==> src/design/stk_pkg.sv <==
// Shared types, codes and helpers for the STK500 command engine.
`default_nettype none
package stk_pkg;
    localparam int PAGE_BYTES_DEF   = 256;
    localparam int BUFFER_BYTES_DEF = 256;
    localparam int ADDR_W = 17;
    localparam int QUEUE_DEPTH = 4;
    localparam int MAX_RES = 5;

    localparam logic [1:0] CMD_SERIAL = 2'd0;
    localparam logic [1:0] CMD_FLASH_DATA = 2'd1;
    localparam logic [1:0] CMD_FLASH_DONE = 2'd2;

    localparam logic [7:0] OP_GET_PARAM   = 8'h41;
    localparam logic [7:0] OP_SET_DEV     = 8'h42;
    localparam logic [7:0] OP_SET_DEV_EXT = 8'h45;
    localparam logic [7:0] OP_LEAVE       = 8'h51;
    localparam logic [7:0] OP_LOAD_ADDR   = 8'h55;
    localparam logic [7:0] OP_UNIVERSAL   = 8'h56;
    localparam logic [7:0] OP_PROG_PAGE   = 8'h64;
    localparam logic [7:0] OP_READ_PAGE   = 8'h74;
    localparam logic [7:0] OP_READ_SIGN   = 8'h75;
    localparam logic [7:0] END_OF_PACKET  = 8'h20;
    localparam logic [7:0] REPLY_SYNC     = 8'h14;
    localparam logic [7:0] REPLY_OK       = 8'h10;
    localparam logic [7:0] PARAM_MINOR    = 8'h82;
    localparam logic [7:0] PARAM_MAJOR    = 8'h81;
    localparam logic [7:0] PARAM_DEFAULT  = 8'h03;
    localparam logic [7:0] UNIV_REPLY     = 8'h00;
    localparam logic [8:0] SKIP_SET_DEV   = 9'd20;
    localparam logic [8:0] SKIP_SHORT     = 9'd4;

    localparam logic [2:0] REG_MINOR = 3'd0;
    localparam logic [2:0] REG_MAJOR = 3'd1;
    localparam logic [2:0] REG_SIG1  = 3'd2;
    localparam logic [2:0] REG_SIG2  = 3'd3;
    localparam logic [2:0] REG_SIG3  = 3'd4;
    localparam logic [2:0] REG_NORWW = 3'd5;

    typedef enum logic [3:0] {
        K_TX = 4'd0, K_ERASE = 4'd1, K_FILL = 4'd2, K_WRITE = 4'd3, K_RWW = 4'd4,
        K_READ = 4'd5, K_EEPROM = 4'd6, K_RESET = 4'd7, K_END = 4'd8
    } kind_t;

    // Back-end job classes
    typedef enum logic [3:0] {
        J_NONE, J_RESET, J_ERASE, J_EOP_ERR, J_REPLY, J_FILL, J_WRITE, J_RWW, J_READ_REQ,
        J_READ_DATA
    } job_t;

    // One classified request handed from front to back.
    typedef struct packed {
        job_t              job;
        logic [7:0]        op;       // command code for replies
        logic [7:0]        sel;      // parameter selector / data byte
        logic [ADDR_W-1:0] addr;
        logic              pgm_fill; // reply of program page starts fill
        logic              rd_done;  // read data that ends the page read
        logic [7:0]        fidx;     // fill index
        logic [8:0]        tlen;
    } job_req_t;

    typedef struct packed {
        logic [3:0]        kind;
        logic [7:0]        tx;
        logic [ADDR_W-1:0] addr;
        logic [15:0]       word;
        logic              last;
    } res_t;

    function automatic res_t mk(input kind_t k, input logic [7:0] tx,
                                input logic [ADDR_W-1:0] a, input logic [15:0] w);
        res_t r;
        r.kind = k; r.tx = tx; r.addr = a; r.word = w; r.last = 1'b0;
        return r;
    endfunction
endpackage
`default_nettype wire

==> src/design/stk_front.sv <==
// Front end: parses incoming requests and queues classified jobs.
`default_nettype none
module stk_front import stk_pkg::*; #(
    parameter int PAGE_BYTES = PAGE_BYTES_DEF
) (
    input  wire logic              aclk,
    input  wire logic              aresetn,
    input  wire logic              in_valid,
    output logic                   in_ready,
    input  wire logic [1:0]        in_cmd,
    input  wire logic [7:0]        in_rx,
    input  wire logic [7:0]        in_fd,
    input  wire logic [ADDR_W-1:0] no_rww_start,
    input  wire logic              write_taken,
    output logic                   buf_we,
    output logic [7:0]             buf_waddr,
    output logic [7:0]             buf_wdata,
    output logic                   job_valid,
    input  wire logic              job_ready,
    output job_req_t               job
);
    localparam int FILLS = PAGE_BYTES / 2;

    typedef enum logic [3:0] {
        PH_CMD, PH_SKIP, PH_PARAM, PH_ADDR_LO, PH_ADDR_HI, PH_LEN_HI, PH_LEN_LO,
        PH_MEMTYPE, PH_DATA, PH_EOP, PH_ERASE_WAIT, PH_FILL, PH_WRITE, PH_READ
    } phase_t;

    phase_t            phase_reg, phase_next;
    logic [7:0]        code_reg, code_next;
    logic [8:0]        cnt_reg, cnt_next;
    logic [ADDR_W-1:0] addr_reg, addr_next;
    logic [8:0]        tlen_reg, tlen_next;
    logic              busy_reg, busy_next;
    logic [7:0]        fidx_reg, fidx_next;
    logic [7:0]        sel_reg, sel_next;
    logic              halt_reg, halt_next;
    logic              wpend_reg, wpend_next;
    logic [8:0]        cnt_inc;
    logic [ADDR_W-1:0] addr_inc;

    // page data waits until the back end has finished the previous page's fills
    assign in_ready = job_ready && !(wpend_reg && phase_reg == PH_DATA);
    wire acc = in_valid && in_ready;
    assign cnt_inc  = cnt_reg + 9'd1;
    assign addr_inc = addr_reg + 1'b1;

    always_comb begin
        phase_next = phase_reg; code_next = code_reg; cnt_next = cnt_reg;
        addr_next = addr_reg; tlen_next = tlen_reg; busy_next = busy_reg;
        fidx_next = fidx_reg; sel_next = sel_reg; halt_next = halt_reg;
        wpend_next = wpend_reg;
        if (write_taken) wpend_next = 1'b0;
        buf_we = 1'b0; buf_waddr = cnt_reg[7:0]; buf_wdata = in_rx;
        job = '0; job.job = J_NONE; job.addr = addr_reg; job.tlen = tlen_reg;
        job.op = code_reg; job.sel = sel_reg; job.fidx = fidx_reg;
        if (acc && !halt_reg) begin
            case (in_cmd)
                CMD_SERIAL: begin
                    case (phase_reg)
                        PH_CMD: begin
                            code_next = in_rx;
                            case (in_rx)
                                OP_GET_PARAM: phase_next = PH_PARAM;
                                OP_SET_DEV: begin cnt_next = SKIP_SET_DEV; phase_next = PH_SKIP; end
                                OP_SET_DEV_EXT, OP_UNIVERSAL: begin
                                    cnt_next = SKIP_SHORT; phase_next = PH_SKIP;
                                end
                                OP_LOAD_ADDR: phase_next = PH_ADDR_LO;
                                OP_PROG_PAGE, OP_READ_PAGE: phase_next = PH_LEN_HI;
                                default: phase_next = PH_EOP;
                            endcase
                        end
                        PH_SKIP: begin
                            cnt_next = cnt_reg - 9'd1;
                            if (cnt_next == 9'd0) phase_next = PH_EOP;
                        end
                        PH_PARAM: begin sel_next = in_rx; phase_next = PH_EOP; end
                        PH_ADDR_LO: begin sel_next = in_rx; phase_next = PH_ADDR_HI; end
                        PH_ADDR_HI: begin
                            addr_next = {in_rx, sel_reg, 1'b0};
                            phase_next = PH_EOP;
                        end
                        PH_LEN_HI: phase_next = PH_LEN_LO;
                        PH_LEN_LO: begin
                            tlen_next = (in_rx == 8'd0) ? 9'd256 : {1'b0, in_rx};
                            phase_next = PH_MEMTYPE;
                        end
                        PH_MEMTYPE: begin
                            if (code_reg == OP_PROG_PAGE) begin
                                if (addr_reg < no_rww_start) begin
                                    job.job = J_ERASE; busy_next = 1'b1;
                                end
                                cnt_next = 9'd0; phase_next = PH_DATA;
                            end else phase_next = PH_EOP;
                        end
                        PH_DATA: begin
                            buf_we = !cnt_reg[8];
                            cnt_next = cnt_inc;
                            if (cnt_inc >= tlen_reg) begin
                                if (addr_reg >= no_rww_start) begin
                                    job.job = J_ERASE; busy_next = 1'b1;
                                end
                                phase_next = PH_EOP;
                            end
                        end
                        PH_EOP: begin
                            if (in_rx != END_OF_PACKET) begin
                                job.job = J_RESET; halt_next = 1'b1;
                            end else begin
                                job.job = J_REPLY;
                                phase_next = PH_CMD;
                                case (code_reg)
                                    OP_PROG_PAGE: begin
                                        if (busy_reg) phase_next = PH_ERASE_WAIT;
                                        else begin
                                            job.pgm_fill = 1'b1; job.fidx = 8'd0;
                                            fidx_next = 8'd0; phase_next = PH_FILL;
                                        end
                                    end
                                    OP_READ_PAGE: begin
                                        cnt_next = 9'd0; phase_next = PH_READ;
                                    end
                                    default: ;
                                endcase
                            end
                        end
                        default: ;
                    endcase
                end
                CMD_FLASH_DATA: begin
                    if (phase_reg == PH_READ) begin
                        job.job = J_READ_DATA; job.sel = in_fd;
                        addr_next = addr_inc; job.addr = addr_inc;
                        cnt_next = cnt_inc;
                        job.rd_done = (cnt_inc >= tlen_reg);
                        if (job.rd_done) phase_next = PH_CMD;
                    end
                end
                CMD_FLASH_DONE: begin
                    busy_next = 1'b0;
                    case (phase_reg)
                        PH_ERASE_WAIT: begin
                            job.job = J_FILL; job.fidx = 8'd0;
                            fidx_next = 8'd0; phase_next = PH_FILL;
                        end
                        PH_FILL: begin
                            fidx_next = fidx_reg + 8'd1;
                            job.fidx = fidx_next;
                            if (32'(fidx_next) >= FILLS || fidx_next == 8'd0) begin
                                job.job = J_WRITE; busy_next = 1'b1;
                                wpend_next = 1'b1;
                                phase_next = PH_WRITE;
                            end else job.job = J_FILL;
                        end
                        PH_WRITE: begin job.job = J_RWW; phase_next = PH_CMD; end
                        default: ;
                    endcase
                end
                default: ;
            endcase
        end
        job_valid = (job.job != J_NONE);
    end

    always_ff @(posedge aclk) begin
        if (!aresetn) begin
            phase_reg <= PH_CMD; code_reg <= '0; cnt_reg <= '0; addr_reg <= '0;
            tlen_reg <= '0; busy_reg <= 1'b0; fidx_reg <= '0; sel_reg <= '0;
            halt_reg <= 1'b0; wpend_reg <= 1'b0;
        end else begin
            phase_reg <= phase_next; code_reg <= code_next; cnt_reg <= cnt_next;
            addr_reg <= addr_next; tlen_reg <= tlen_next; busy_reg <= busy_next;
            fidx_reg <= fidx_next; sel_reg <= sel_next; halt_reg <= halt_next;
            wpend_reg <= wpend_next;
        end
    end
endmodule
`default_nettype wire

==> src/design/stk_queue.sv <==
// Short job queue between front and back.
`default_nettype none
module stk_queue import stk_pkg::*; #(
    parameter int DEPTH = QUEUE_DEPTH
) (
    input  wire logic aclk,
    input  wire logic aresetn,
    input  wire logic wr_valid,
    output logic      wr_ready,
    input  job_req_t  wr_data,
    output logic      rd_valid,
    input  wire logic rd_ready,
    output job_req_t  rd_data
);
    localparam int AW = $clog2(DEPTH);
    job_req_t mem_reg [DEPTH];
    logic [AW-1:0] wp_reg, rp_reg;
    logic [AW:0]   cnt_reg;

    assign wr_ready = (cnt_reg != (AW+1)'(DEPTH));
    assign rd_valid = (cnt_reg != '0);
    assign rd_data  = mem_reg[rp_reg];
    wire wr = wr_valid && wr_ready;
    wire rd = rd_valid && rd_ready;

    always_ff @(posedge aclk) begin
        if (wr) mem_reg[wp_reg] <= wr_data;
        if (!aresetn) begin
            wp_reg <= '0; rp_reg <= '0; cnt_reg <= '0;
        end else begin
            if (wr) wp_reg <= (32'(wp_reg) == DEPTH-1) ? '0 : wp_reg + 1'b1;
            if (rd) rp_reg <= (32'(rp_reg) == DEPTH-1) ? '0 : rp_reg + 1'b1;
            cnt_reg <= cnt_reg + (AW+1)'(wr) - (AW+1)'(rd);
        end
    end
endmodule
`default_nettype wire

==> src/design/stk_back.sv <==
// Back end: expands queued jobs into result items, reading the page buffer.
`default_nettype none
module stk_back import stk_pkg::*; #(
    parameter int BUFFER_BYTES = BUFFER_BYTES_DEF
) (
    input  wire logic              aclk,
    input  wire logic              aresetn,
    input  wire logic              job_valid,
    output logic                   job_ready,
    input  job_req_t               job,
    input  wire logic              buf_we,
    input  wire logic [7:0]        buf_waddr,
    input  wire logic [7:0]        buf_wdata,
    input  wire logic [7:0]        minor_version,
    input  wire logic [7:0]        major_version,
    input  wire logic [7:0]        sig1,
    input  wire logic [7:0]        sig2,
    input  wire logic [7:0]        sig3,
    output logic                   out_valid,
    input  wire logic              out_ready,
    output res_t                   out_res
);
    // Buffer read is registered: every job waits for a load step (loaded_reg) before its first result.
    logic [7:0] buf_mem [BUFFER_BYTES];
    logic [7:0] rd_lo_reg, rd_hi_reg;
    logic       loaded_reg;
    job_req_t   cur_reg;
    logic       have_reg;
    logic [2:0] step_reg;
    res_t       seq [MAX_RES];
    logic [2:0] n_res;
    logic [8:0] i0, i1;
    logic [7:0] b0, b1;

    assign i0 = {job_ind(cur_reg.fidx), 1'b0};
    assign i1 = i0 + 9'd1;

    function automatic logic [7:0] job_ind(input logic [7:0] f);
        return f;
    endfunction

    always_ff @(posedge aclk) begin
        if (buf_we) buf_mem[buf_waddr] <= buf_wdata;
        rd_lo_reg <= buf_mem[i0[7:0]];
        rd_hi_reg <= buf_mem[i1[7:0]];
    end

    always_comb begin
        b0 = (i0 < cur_reg.tlen && !i0[8]) ? rd_lo_reg : 8'hFF;
        b1 = (i1 < cur_reg.tlen && !i1[8]) ? rd_hi_reg : 8'hFF;
        for (int k = 0; k < MAX_RES; k++) seq[k] = mk(K_TX, 8'd0, '0, 16'd0);
        n_res = 3'd1;
        case (cur_reg.job)
            J_RESET: seq[0] = mk(K_RESET, 8'd0, '0, 16'd0);
            J_ERASE: seq[0] = mk(K_ERASE, 8'd0, cur_reg.addr, 16'd0);
            J_FILL:  seq[0] = mk(K_FILL, 8'd0, cur_reg.addr + ADDR_W'(i0), {b1, b0});
            J_WRITE: seq[0] = mk(K_WRITE, 8'd0, cur_reg.addr, 16'd0);
            J_RWW: begin
                seq[0] = mk(K_RWW, 8'd0, '0, 16'd0);
                seq[1] = mk(K_TX, REPLY_OK, '0, 16'd0); n_res = 3'd2;
            end
            J_READ_DATA: begin
                seq[0] = mk(K_TX, cur_reg.sel, '0, 16'd0); n_res = 3'd2;
                if (cur_reg.rd_done) seq[1] = mk(K_TX, REPLY_OK, '0, 16'd0);
                else seq[1] = mk(K_READ, 8'd0, cur_reg.addr, 16'd0);
            end
            J_REPLY: begin
                seq[0] = mk(K_TX, REPLY_SYNC, '0, 16'd0);
                case (cur_reg.op)
                    OP_GET_PARAM: begin
                        seq[1] = mk(K_TX, (cur_reg.sel == PARAM_MINOR) ? minor_version :
                                 (cur_reg.sel == PARAM_MAJOR) ? major_version :
                                 PARAM_DEFAULT, '0, 16'd0);
                        seq[2] = mk(K_TX, REPLY_OK, '0, 16'd0); n_res = 3'd3;
                    end
                    OP_UNIVERSAL: begin
                        seq[1] = mk(K_TX, UNIV_REPLY, '0, 16'd0);
                        seq[2] = mk(K_TX, REPLY_OK, '0, 16'd0); n_res = 3'd3;
                    end
                    OP_PROG_PAGE: begin
                        if (cur_reg.pgm_fill) begin
                            seq[1] = mk(K_FILL, 8'd0, cur_reg.addr + ADDR_W'(i0), {b1, b0});
                            n_res = 3'd2;
                        end
                    end
                    OP_READ_PAGE: begin
                        seq[1] = mk(K_READ, 8'd0, cur_reg.addr, 16'd0); n_res = 3'd2;
                    end
                    OP_READ_SIGN: begin
                        seq[1] = mk(K_TX, sig1, '0, 16'd0);
                        seq[2] = mk(K_TX, sig2, '0, 16'd0);
                        seq[3] = mk(K_TX, sig3, '0, 16'd0);
                        seq[4] = mk(K_TX, REPLY_OK, '0, 16'd0); n_res = 3'd5;
                    end
                    OP_LEAVE: begin
                        seq[1] = mk(K_EEPROM, 8'd0, '0, 16'd0);
                        seq[2] = mk(K_TX, REPLY_OK, '0, 16'd0);
                        seq[3] = mk(K_END, 8'd0, '0, 16'd0); n_res = 3'd4;
                    end
                    default: begin
                        seq[1] = mk(K_TX, REPLY_OK, '0, 16'd0); n_res = 3'd2;
                    end
                endcase
            end
            default: ;
        endcase
        out_res = seq[step_reg];
        out_res.last = (step_reg == n_res - 3'd1);
    end

    assign out_valid = have_reg && loaded_reg;
    wire done = out_valid && out_ready && out_res.last;
    assign job_ready = !have_reg || done;

    always_ff @(posedge aclk) begin
        if (job_valid && job_ready) cur_reg <= job;
        if (!aresetn) begin
            have_reg <= 1'b0; step_reg <= '0; loaded_reg <= 1'b0;
        end else begin
            if (job_valid && job_ready) begin
                have_reg <= 1'b1; step_reg <= '0; loaded_reg <= 1'b0;
            end else begin
                if (done) have_reg <= 1'b0;
                if (have_reg) loaded_reg <= 1'b1;
                if (out_valid && out_ready && !out_res.last) step_reg <= step_reg + 3'd1;
            end
        end
    end
endmodule
`default_nettype wire

==> src/design/stk500_bootloader_command_engine_core.sv <==
// Top level of the STK500 command engine: config registers, front, queue, back.
//
//  channel | direction | payload
//  s_      | in        | tdata: cmd[1:0], rx_byte[9:2], flash_data[17:10]
//  m_      | out       | tdata: kind[3:0], tx_byte[11:4], flash_address[28:12],
//          |           |        fill_word[44:29]; tlast: last
//  cfg_    | in        | index[2:0], data[16:0]
//
// The front parses one request per cycle while s_tready is high; each job then leaves
// the back end as one result per cycle while m_tready is high, after a registered page
// buffer read (loaded_reg) that every job waits for. The queue holds four jobs.
// Reset (aresetn low, synchronous) clears parser state and config to defaults.
// A stalled m_ side fills the queue, then drops s_tready. Page data of a new
// program page also waits until the previous page write has reached the back end.
`default_nettype none
module stk500_bootloader_command_engine_core import stk_pkg::*; #(
    parameter int PAGE_BYTES   = PAGE_BYTES_DEF,
    parameter int BUFFER_BYTES = BUFFER_BYTES_DEF
) (
    input  wire logic        aclk,
    input  wire logic        aresetn,
    input  wire logic        s_tvalid,
    output logic             s_tready,
    input  wire logic [23:0] s_tdata,   // cmd, rx_byte, flash_data
    output logic             m_tvalid,
    input  wire logic        m_tready,
    output logic [47:0]      m_tdata,   // kind, tx_byte, flash_address, fill_word
    output logic             m_tlast,
    input  wire logic        cfg_valid,
    output logic             cfg_ready,
    input  wire logic [2:0]  cfg_index,
    input  wire logic [16:0] cfg_data
);
    logic [7:0]        minor_reg, major_reg, sig1_reg, sig2_reg, sig3_reg;
    logic [ADDR_W-1:0] norww_reg;

    assign cfg_ready = 1'b1;
    always_ff @(posedge aclk) begin
        if (!aresetn) begin
            minor_reg <= 8'd0; major_reg <= 8'd0; sig1_reg <= 8'd30;
            sig2_reg <= 8'd149; sig3_reg <= 8'd15; norww_reg <= 17'd28672;
        end else if (cfg_valid) begin
            case (cfg_index)
                REG_MINOR: minor_reg <= cfg_data[7:0];
                REG_MAJOR: major_reg <= cfg_data[7:0];
                REG_SIG1:  sig1_reg  <= cfg_data[7:0];
                REG_SIG2:  sig2_reg  <= cfg_data[7:0];
                REG_SIG3:  sig3_reg  <= cfg_data[7:0];
                REG_NORWW: norww_reg <= cfg_data;
                default: ;
            endcase
        end
    end

    logic       buf_we;
    logic [7:0] buf_waddr, buf_wdata;
    logic       fq_valid, fq_ready, qb_valid, qb_ready;
    logic       wr_taken;
    job_req_t   fq_job, qb_job;
    res_t       res;

    // back end picks up a page write: all fills of that page are done
    assign wr_taken = qb_valid && qb_ready && (qb_job.job == J_WRITE);

    stk_front #(.PAGE_BYTES(PAGE_BYTES)) u_front (
        .aclk, .aresetn, .in_valid(s_tvalid), .in_ready(s_tready),
        .in_cmd(s_tdata[1:0]), .in_rx(s_tdata[9:2]), .in_fd(s_tdata[17:10]),
        .no_rww_start(norww_reg), .write_taken(wr_taken),
        .buf_we, .buf_waddr, .buf_wdata,
        .job_valid(fq_valid), .job_ready(fq_ready), .job(fq_job)
    );

    stk_queue #(.DEPTH(QUEUE_DEPTH)) u_queue (
        .aclk, .aresetn, .wr_valid(fq_valid), .wr_ready(fq_ready), .wr_data(fq_job),
        .rd_valid(qb_valid), .rd_ready(qb_ready), .rd_data(qb_job)
    );

    stk_back #(.BUFFER_BYTES(BUFFER_BYTES)) u_back (
        .aclk, .aresetn, .job_valid(qb_valid), .job_ready(qb_ready), .job(qb_job),
        .buf_we, .buf_waddr, .buf_wdata, .minor_version(minor_reg),
        .major_version(major_reg), .sig1(sig1_reg), .sig2(sig2_reg), .sig3(sig3_reg),
        .out_valid(m_tvalid), .out_ready(m_tready), .out_res(res)
    );

    assign m_tdata = {3'd0, res.word, res.addr, res.tx, res.kind};
    assign m_tlast = res.last;
endmodule
`default_nettype wire

==> config.mk <==
export PLATFORM = sky130hd
export DESIGN_NAME = stk500_bootloader_command_engine_core
export DESIGN_NICKNAME = d
export VERILOG_FILES = /design/src/design/stk_pkg.sv /design/src/design/stk_front.sv /design/src/design/stk_queue.sv /design/src/design/stk_back.sv /design/src/design/stk500_bootloader_command_engine_core.sv
export SDC_FILE = /design/constraint.sdc
export NUM_CORES = 2
export LEC_CHECK = 0
export ABC_AREA = 1
export BUFFER_PORTS_ARGS = -buffer_cell sky130_fd_sc_hd__buf_2
export CAP_MARGIN = 20
export CORE_AREA = 2 2 423 425
export CTS_CLUSTER_DIAMETER = 40
export DETAILED_ROUTE_END_ITERATION = 16
export DIE_AREA = 0 0 425 427
export PLACE_DENSITY = 0.79
export REMOVE_ABC_BUFFERS = 1
export SLEW_MARGIN = 25
export SYNTH_ARGS = -nofsm -noshare
export SYNTH_HDL_FRONTEND = slang
export SYNTH_SLANG_ARGS = --single-unit
==> constraint.sdc <==
create_clock -name aclk -period 8.5 [get_ports aclk]
set_clock_uncertainty 0.1 [all_clocks]
set_input_delay 0.425 -clock aclk [delete_from_list [all_inputs] [get_ports aclk]]
set_output_delay 0.425 -clock aclk [all_outputs]
set_load 0.005 [all_outputs]
After elaboration in Yosys (flattened, before gate mapping)
Memory sizes are Yosys's and may differ from the RTL's. A register that Yosys moved wholly into a read port is not among the register bits.
Index checks and enable logic that the tools add are counted.
- $add $sub $neg: 12
- magnitude comparators: 7
- eq/ne operators: 66
- muxes and demuxes: 96
- bitwise gates (word level): 2
- reduce and logical (&&, ||, !) cells: 57
- operators with widths (operator ; count):
    45-bit case mux with 7 select lines ; 1
    46-bit case mux with 6 select lines ; 1
    46-bit binary-select mux with 3-bit select ; 1
    138-bit 2-to-1 mux ; 1
    46-bit case mux with 3 select lines ; 1
    8-bit by 7-bit equality test with 1-bit output (second input constant) ; 15
    46-bit 2-to-1 mux ; 2
    46-bit case mux with 2 select lines ; 1
    42-bit case mux with 2 select lines ; 1
    8-bit 2-to-1 mux ; 8
    4-bit case mux with 3 select lines ; 5
    25-bit 2-to-1 mux ; 2
    45-bit 2-to-1 mux ; 1
    9-bit 2-to-1 mux ; 5
    9-bit case mux with 5 select lines ; 1
    44-bit 2-to-1 mux ; 1
    4-bit 2-to-1 mux ; 10
    39-bit 2-to-1 mux ; 1
    4-bit by 3-bit equality test with 1-bit output (second input constant) ; 9
    4-bit case mux with 9 select lines ; 1
    9-bit case mux with 2 select lines ; 2
    35-bit 2-to-1 mux ; 1
    17-bit 2-to-1 mux ; 2
    17-bit case mux with 2 select lines ; 1
    other kinds (65) ; 166
- flip-flop bits (word level): 191
- memory bits (writable): 2272
- input bits: 49
- output and inout bits: 52
- word-level logic and storage cells: 272
- memories: 2
- memories (name ; depth ; bits a word ; read ports ; clocked after Yosys merged registers in ; write ports ; line ; source):
    u_back.buf_mem ; 256 ; 8 ; 2 ; 2 ; 1 ; stk_back.sv:24 ; logic [7:0] buf_mem [BUFFER_BYTES];
    u_queue.mem_reg ; 4 ; 56 ; 1 ; 1 ; 1 ; stk_queue.sv:16 ; job_req_t mem_reg [DEPTH];

Logic depth before layout (Yosys ltp)
- depth in word-level cells: 15
- mapped depth: 26
- gate-level depth less buffers: 26

Cells and area by module
Synthesis repeated with hierarchy kept, for this count alone.
- cell total of the unflattened synthesis: 8997
- area, all modules: 103750.8 um^2
- by module, submodules not included (module ; instances ; cells an instance ; area an instance (um^2) ; seq. area each (um^2)):
    stk_back ; 1 ; 7092 ; 86574.3 ; 63601.0
    stk_queue ; 1 ; 609 ; 9196.3 ; 6906.6
    stk_front ; 1 ; 964 ; 5647.9 ; 1321.3
    stk500_bootloader_command_engine_core ; 1 ; 332 ; 2332.2 ; 1141.1

Worst setup path before layout
No wires, ideal clock.
- kind: reg-to-reg
- start: register u_front.cnt_reg[3]
- end: memory u_queue.mem_reg[0][0] (netlist bit) (enable)
- library setup time: 0.470 ns
- arrival time: 4.810 ns
- required time: 7.930 ns
- path slack: 3.120 ns
- stages on the path, launching flop included: 23
- buffers on the path: 1
- period minus slack after synthesis: 5.380 ns
- cells stage by stage: dfxtp_1 clkbuf_1 nand2_1 inv_1 nand3_1 nor2_1 inv_1 o21ai_0 o21a_1 inv_1 ha_1 nand2_1 nor2_1 nand3b_1 nand4_1 nand3_1 nand2_1 nand2_1 nand2_1 nand2_1 nand2_1 inv_1 nor2_1
- word-level cells in the longest chain between the ends: 10
- ends and longest elaborated chain (what ; line ; source):
    start: declaration ; stk_front.sv:31 ; logic [8:0] cnt_reg, cnt_next;
    start signal: assignment ; stk_front.sv:172 ; phase_reg <= phase_next; code_reg <= code_next; cnt_reg <= cnt_next;
    9-bit by 1-bit adder with 9-bit output ; stk_front.sv:45 ; assign cnt_inc = cnt_reg + 9'd1;
    9-bit >= comparator ; stk_front.sv:100 ; if (cnt_inc >= tlen_reg) begin
    4-bit 2-to-1 mux ; stk_front.sv:100 ;
    4-bit case mux with 3 select lines ; stk_front.sv:60 ; case (phase_reg)
    4-bit case mux with 3 select lines ; stk_front.sv:58 ; case (in_cmd)
    4-bit 2-to-1 mux ; stk_front.sv:57 ; if (acc && !halt_reg) begin
    4-bit nonzero test ; stk_front.sv:163 ; job_valid = (job.job != J_NONE);
    1-bit logical AND ; stk_queue.sv:23 ; wire wr = wr_valid && wr_ready;
    net u_queue.wr ; stk_queue.sv:23 ;
    1-bit 2-to-1 mux ; stk_queue.sv:27 ; if (wr) mem_reg[wp_reg] <= wr_data;
    1-bit 2-to-1 mux (implied by the code) ; stk_queue.sv:27 ;
    end: declaration ; stk_queue.sv:16 ;
The timed path passes the listed nets, and every way through them passes these cells.

Final worst setup path
- start: register u_back.cur_reg[45] (netlist bit)
- end: output m_tdata[37]
- word-level cells in the longest chain between the ends: 6
- ends and longest elaborated chain (what ; line ; source):
    start: declaration ; stk_back.sv:27 ; job_req_t cur_reg;
    start signal: assignment ; stk_back.sv:116 ; if (job_valid && job_ready) cur_reg <= job;
    8-bit by 7-bit equality test with 1-bit output ; stk_back.sv:69 ; case (cur_reg.op)
    46-bit case mux with 6 select lines * ; stk_back.sv:69 ;
    46-bit case mux with 3 select lines * ; stk_back.sv:53 ; case (cur_reg.job)
    46-bit binary-select mux with 3-bit select * ; stk_back.sv:107 ; out_res = seq[step_reg];
    46-bit 2-to-1 mux (implied by the code) * (2 in a row) ; stk_back.sv:107 ;
    end: declaration ; stk500_bootloader_command_engine_core.sv:27 ; output logic [47:0] m_tdata,
Every way passes the cells marked *; elsewhere a longest branch is shown, timed or not. The select of a mux whose other input is x is not followed.

==> results by stage <==
Status:
- The flow ran to the end, and the final reports show no timing, DRC or antenna violations.

Final layout:
- Leaving out fill and tap cells, the most frequent cell in the layout is sky130_fd_sc_hd__edfxtp_1.
- The footprint of the multi-input gates is 25,800 um2.
- The register with the most flip-flops in the layout has 2,048 of them.
- The fraction of layout instances using a drive strength above 1 is 7.61%.
- The net total in the final layout is 8,811.
- Leaving out fill and tap cells, the most frequent cells in the layout are sky130_fd_sc_hd__edfxtp_1, sky130_fd_sc_hd__nor2_1, sky130_fd_sc_hd__o21ai_0.
- From synthesis to final layout, the design area changed by 11.7%.
- The cell area after layout is 114,000 um2.
- The filler cells instantiated in the layout total 12.4k.
- The area occupied by registers is 73,000 um2.

Logic synthesis:
- The cell area after synthesis is 102,000 um2.
- For this run, the number of Yosys warnings is 0.
- Of all flip-flops after synthesis, the portion carrying an async set or reset was 0%.
- In this run, synthesis produced a sequential element count of 2,481.
- The share of synthesized area occupied by flip-flops and latches is 71.6%.
- The synthesized area per cell is 11.7 um2.
- In the synthesized netlist the dominant register cell turns out to be sky130_fd_sc_hd__edfxtp_1.
- The number of instances in the synthesized netlist is 8,742.
- Counting flops with a built-in enable in the synthesized netlist gives 2,328.
- The unique cell type count in the Yosys netlist is 51.

Place:
- The final HPWL from detailed placement is 147,000 um.
- Port buffering added 90 buffers.
- Routability-driven placement finished with a final weighted congestion of 0.896.
- Summing all placed instances gives a cell area of 104,000 um2.
- Before CTS, the worst setup slack after placement is 3750 ps.

Floorplanning:
- The overall die width is 425 um.
- Row generation in the floorplan step produced 155 rows.
- The die height is 427 um.
- For this configuration, the core starts out at a cell density of 57.5%.
- The number of top-level pins is 101.
- The die outline area is 181,000 um2.
- The core area is 177,000 um2.

Hold path:
- The class of the tightest hold or removal check is input pin to register.

Worst setup path:
- The worst setup path is of the register to primary output kind.
- Data arrives at the worst endpoint at 4690 ps.
- The number of buffer and inverter stages on the critical path is 2.
- The count of cell instances traversed by the critical path is 14.
- Data on the critical path is required at its endpoint by 7980 ps.
- The worst-case reg-to-reg path depth is 22.
- The launch point of the critical path is u_back.cur_reg[45].
- The maximum fanout along the worst path is 15.
- The highest cell delay on the worst timing path is 720 ps.
- Walking the worst path, the cells encountered are inv_1, nand2_1, nor2_1, nand2_1, nand2_1, nor2_1, nor2_1, a21oi_1, nor2_4, nand2_1, nand2_1, nand2_1, nor2_1, buf_2.
- The element type at the critical path end is a primary output.
- STA classifies the critical path startpoint as a register.
- In this run the critical register-to-register path is captured at u_queue.mem_reg[1][1].
- The origin of the critical flop-to-flop path is u_front.cnt_reg[2].
- The cell at the slowest stage of the critical path is sky130_fd_sc_hd__nand2_1.
- The cell with the most instances on the worst path is sky130_fd_sc_hd__nand2_1.
- The setup check on the worst reg-to-reg path leaves a slack of 3640 ps.
- Broken down by cell family, the worst path's largest delay share belongs to simple AND/OR/NAND/NOR gates.
- The most critical setup path has its endpoint at m_tdata[37].

Clock network:
- The number of clock sinks is 2,481.
- The post-CTS setup-driven buffer insertion count is 0.
- The clock latency at the later pin of the worst-skew pair is 950 ps.
- The tree is rooted in a sky130_fd_sc_hd__clkbuf_16.
- After clock tree synthesis, the repair step resized 0 gates.
- The buffer depth of the longest clock path is 4.
- Clock-pin slew was measured on the worst setup and hold paths at 60 ps.
- The CTS tree is yes.
- In this run, CTS created clock tree buffers numbering 291.
- The H-tree depth is 5.

Timing:
- The max-slew violation count is 0.
- In the finished design, the share of the clock period the worst path needs comes to 61.4%.
- The headroom to the max-slew limit is 19.2%.
- Setup violations remaining at the end of the flow were counted as 0.
- The setup TNS is 0 ps.
- The final worst hold slack is 104 ps.
- Timing would allow up to 192 MHz.
- The worst-case setup margin in the final layout is 3290 ps.
- Setup repair after global routing left no endpoint under its margin.
- The final count of hold timing violations was 0.
- The smallest clock period supported by the final layout is computed as 5210 ps.
- The slew at the pin closest to its max-slew limit is 1200 ps.

Global routing:
- Entering global routing, the biggest net connects 223 pins.
- The residual overflow from global routing is 0.
- The via count of the first global-routing pass is 69.5k.
- The global-route wire length before repair is 403,000 um.
- The total track usage is 29.1%.
- The initial antenna violation count is 9.

Drt:
- The routed length per instance is 23.9 um.
- Summed over all layers, the routed wires come to 269,000 um.
- In the routed design, unresolved DRC markers number 0.
- For this block, the via count after detailed routing is 71.8k.
- In this run, the number of DRC markers left after iteration 0 of detailed routing was 10.4k.
- The count of nets left with antenna violations once routing finished came out at 0.
- Dividing the detail-routed via count by the number of cells gives 6.38.
- The first TritonRoute pass finished after 8 iterations.

Power:
- The static power due to leakage is 38.3 nW.
- Total power for the finished layout comes to 36.1 mW.
- The peak ir drop on the vdd network is 0.270 mV.
- In this run the power density over the cells is 317 nW/um2.

Job:
- The number of violations of the max-capacitance limit is 0.
-- area by class of cell --
class	instances	area share (%)
Sequential cell	2481	64.1
Multi-Input combinational cell	5431	22.7
Clock buffer	342	6.68
Tap cell	2355	2.59
Timing Repair Buffer	229	1.66
Clock inverter	155	1.41
Inverter	262	0.891
Antenna cell	2	0.00440
-- stage by stage --
stage / std cells / utilization [%]
finish: 11257 / 64.2
global route: 11255 / 64.2
CTS: 11255 / 64.2
detailed placement: 10704 / 58.7
global placement: 10703 / 58.7
floorplan: 8174 / -
-- Yosys cell counts (5+ instances only) --
library cell / count / area, um2
sky130_fd_sc_hd__nand4_1: 17 / 106
sky130_fd_sc_hd__inv_2: 9 / 33.8
sky130_fd_sc_hd__nor2_1: 1629 / 6110
sky130_fd_sc_hd__o21ai_0: 1311 / 6560
sky130_fd_sc_hd__nor3_1: 29 / 145
sky130_fd_sc_hd__nor2_2: 5 / 31.3
sky130_fd_sc_hd__edfxtp_1: 2328 / 69900
sky130_fd_sc_hd__xor2_1: 30 / 263
sky130_fd_sc_hd__a211oi_1: 5 / 37.5
sky130_fd_sc_hd__nand3_1: 524 / 2620
sky130_fd_sc_hd__dfxtp_1: 153 / 3060
sky130_fd_sc_hd__buf_1: 59 / 221
sky130_fd_sc_hd__buf_2: 67 / 335
sky130_fd_sc_hd__o22ai_1: 570 / 3570
sky130_fd_sc_hd__xnor2_1: 9 / 78.8
sky130_fd_sc_hd__a22oi_1: 11 / 82.6
sky130_fd_sc_hd__nand2_1: 934 / 3510
sky130_fd_sc_hd__nand2_2: 7 / 43.8
sky130_fd_sc_hd__buf_4: 8 / 60.1
sky130_fd_sc_hd__a21oi_1: 167 / 836
sky130_fd_sc_hd__clkinv_1: 5 / 18.8
sky130_fd_sc_hd__nand3b_1: 8 / 60.1
sky130_fd_sc_hd__inv_1: 248 / 931
sky130_fd_sc_hd__a22o_1: 7 / 61.3
sky130_fd_sc_hd__clkbuf_1: 436 / 1640
sky130_fd_sc_hd__mux2_2: 11 / 124
sky130_fd_sc_hd__o211ai_1: 8 / 60.1
sky130_fd_sc_hd__ha_1: 64 / 801
sky130_fd_sc_hd__a31oi_1: 30 / 188
sky130_fd_sc_hd__o21bai_1: 5 / 37.5
sky130_fd_sc_hd__nor2_4: 5 / 56.3
-- routing by layer --
metal / share of wire (%) / vias to the layer above / track usage, %
met5: 0.032 / - / 0
met4: 4.8 / 12 / 14.1
met3: 12 / 794 / 6.54
met2: 47 / 4754 / 46.5
met1: 36 / 34740 / 37.8
li1: - / 31517 / -
-- worst min path at each step --
stage	start	to	slack (ps)	cells past startpoint
global route	s_tdata[1]	u_front.busy_reg	120	5
CTS	s_tdata[1]	u_front.busy_reg	60	5
floorplan	sig2_reg[0]	sig2_reg[0]	320	2
detailed placement	sig3_reg[0]	sig3_reg[0]	340	2
global placement	sig2_reg[0]	sig2_reg[0]	340	2
finish	s_tdata[1]	u_front.busy_reg	100	5
-- power by group --
| group | internal [mW] | leakage, nW | total [mW] | switching, mW |
|---|---|---|---|---|
| combinational | 2.73 | 11.6 | 10.1 | 7.38 |
| sequential | 13.7 | 22.3 | 13.9 | 0.223 |
| clock | 7.14 | 4.46 | 12.1 | 4.92 |
| total | 23.5 | 38.3 | 36.1 | 12.5 |
-- cell families after synthesis --
family          share of synthesized area [%]
compound gates                           11.4
xor+xnor                                0.335
fa+ha+maj                               0.825
buf+inv                                  3.17
flops                                    71.6
mux                                     0.121
other cells                           0.00737
simple gates                             12.6
-- timing repair --
| action | in CTS | in global routing |
|---|---|---|
| hold buffers | 54 | 0 |
| hold endpoints to repair | 525 | 0 |
| setup endpoints to repair | 0 | 0 |
-- worst register-to-register path: cells and delay by family (launching register included) --
| kind | cells | cell delay [ps] |
|---|---|---|
| buf+inv | 5 | 1140 |
| fa+ha+maj | 1 | 280 |
| simple gates | 14 | 2130 |
| flops | 1 | 450 |
| compound gates | 2 | 330 |
(Power assumes the default switching activity.)
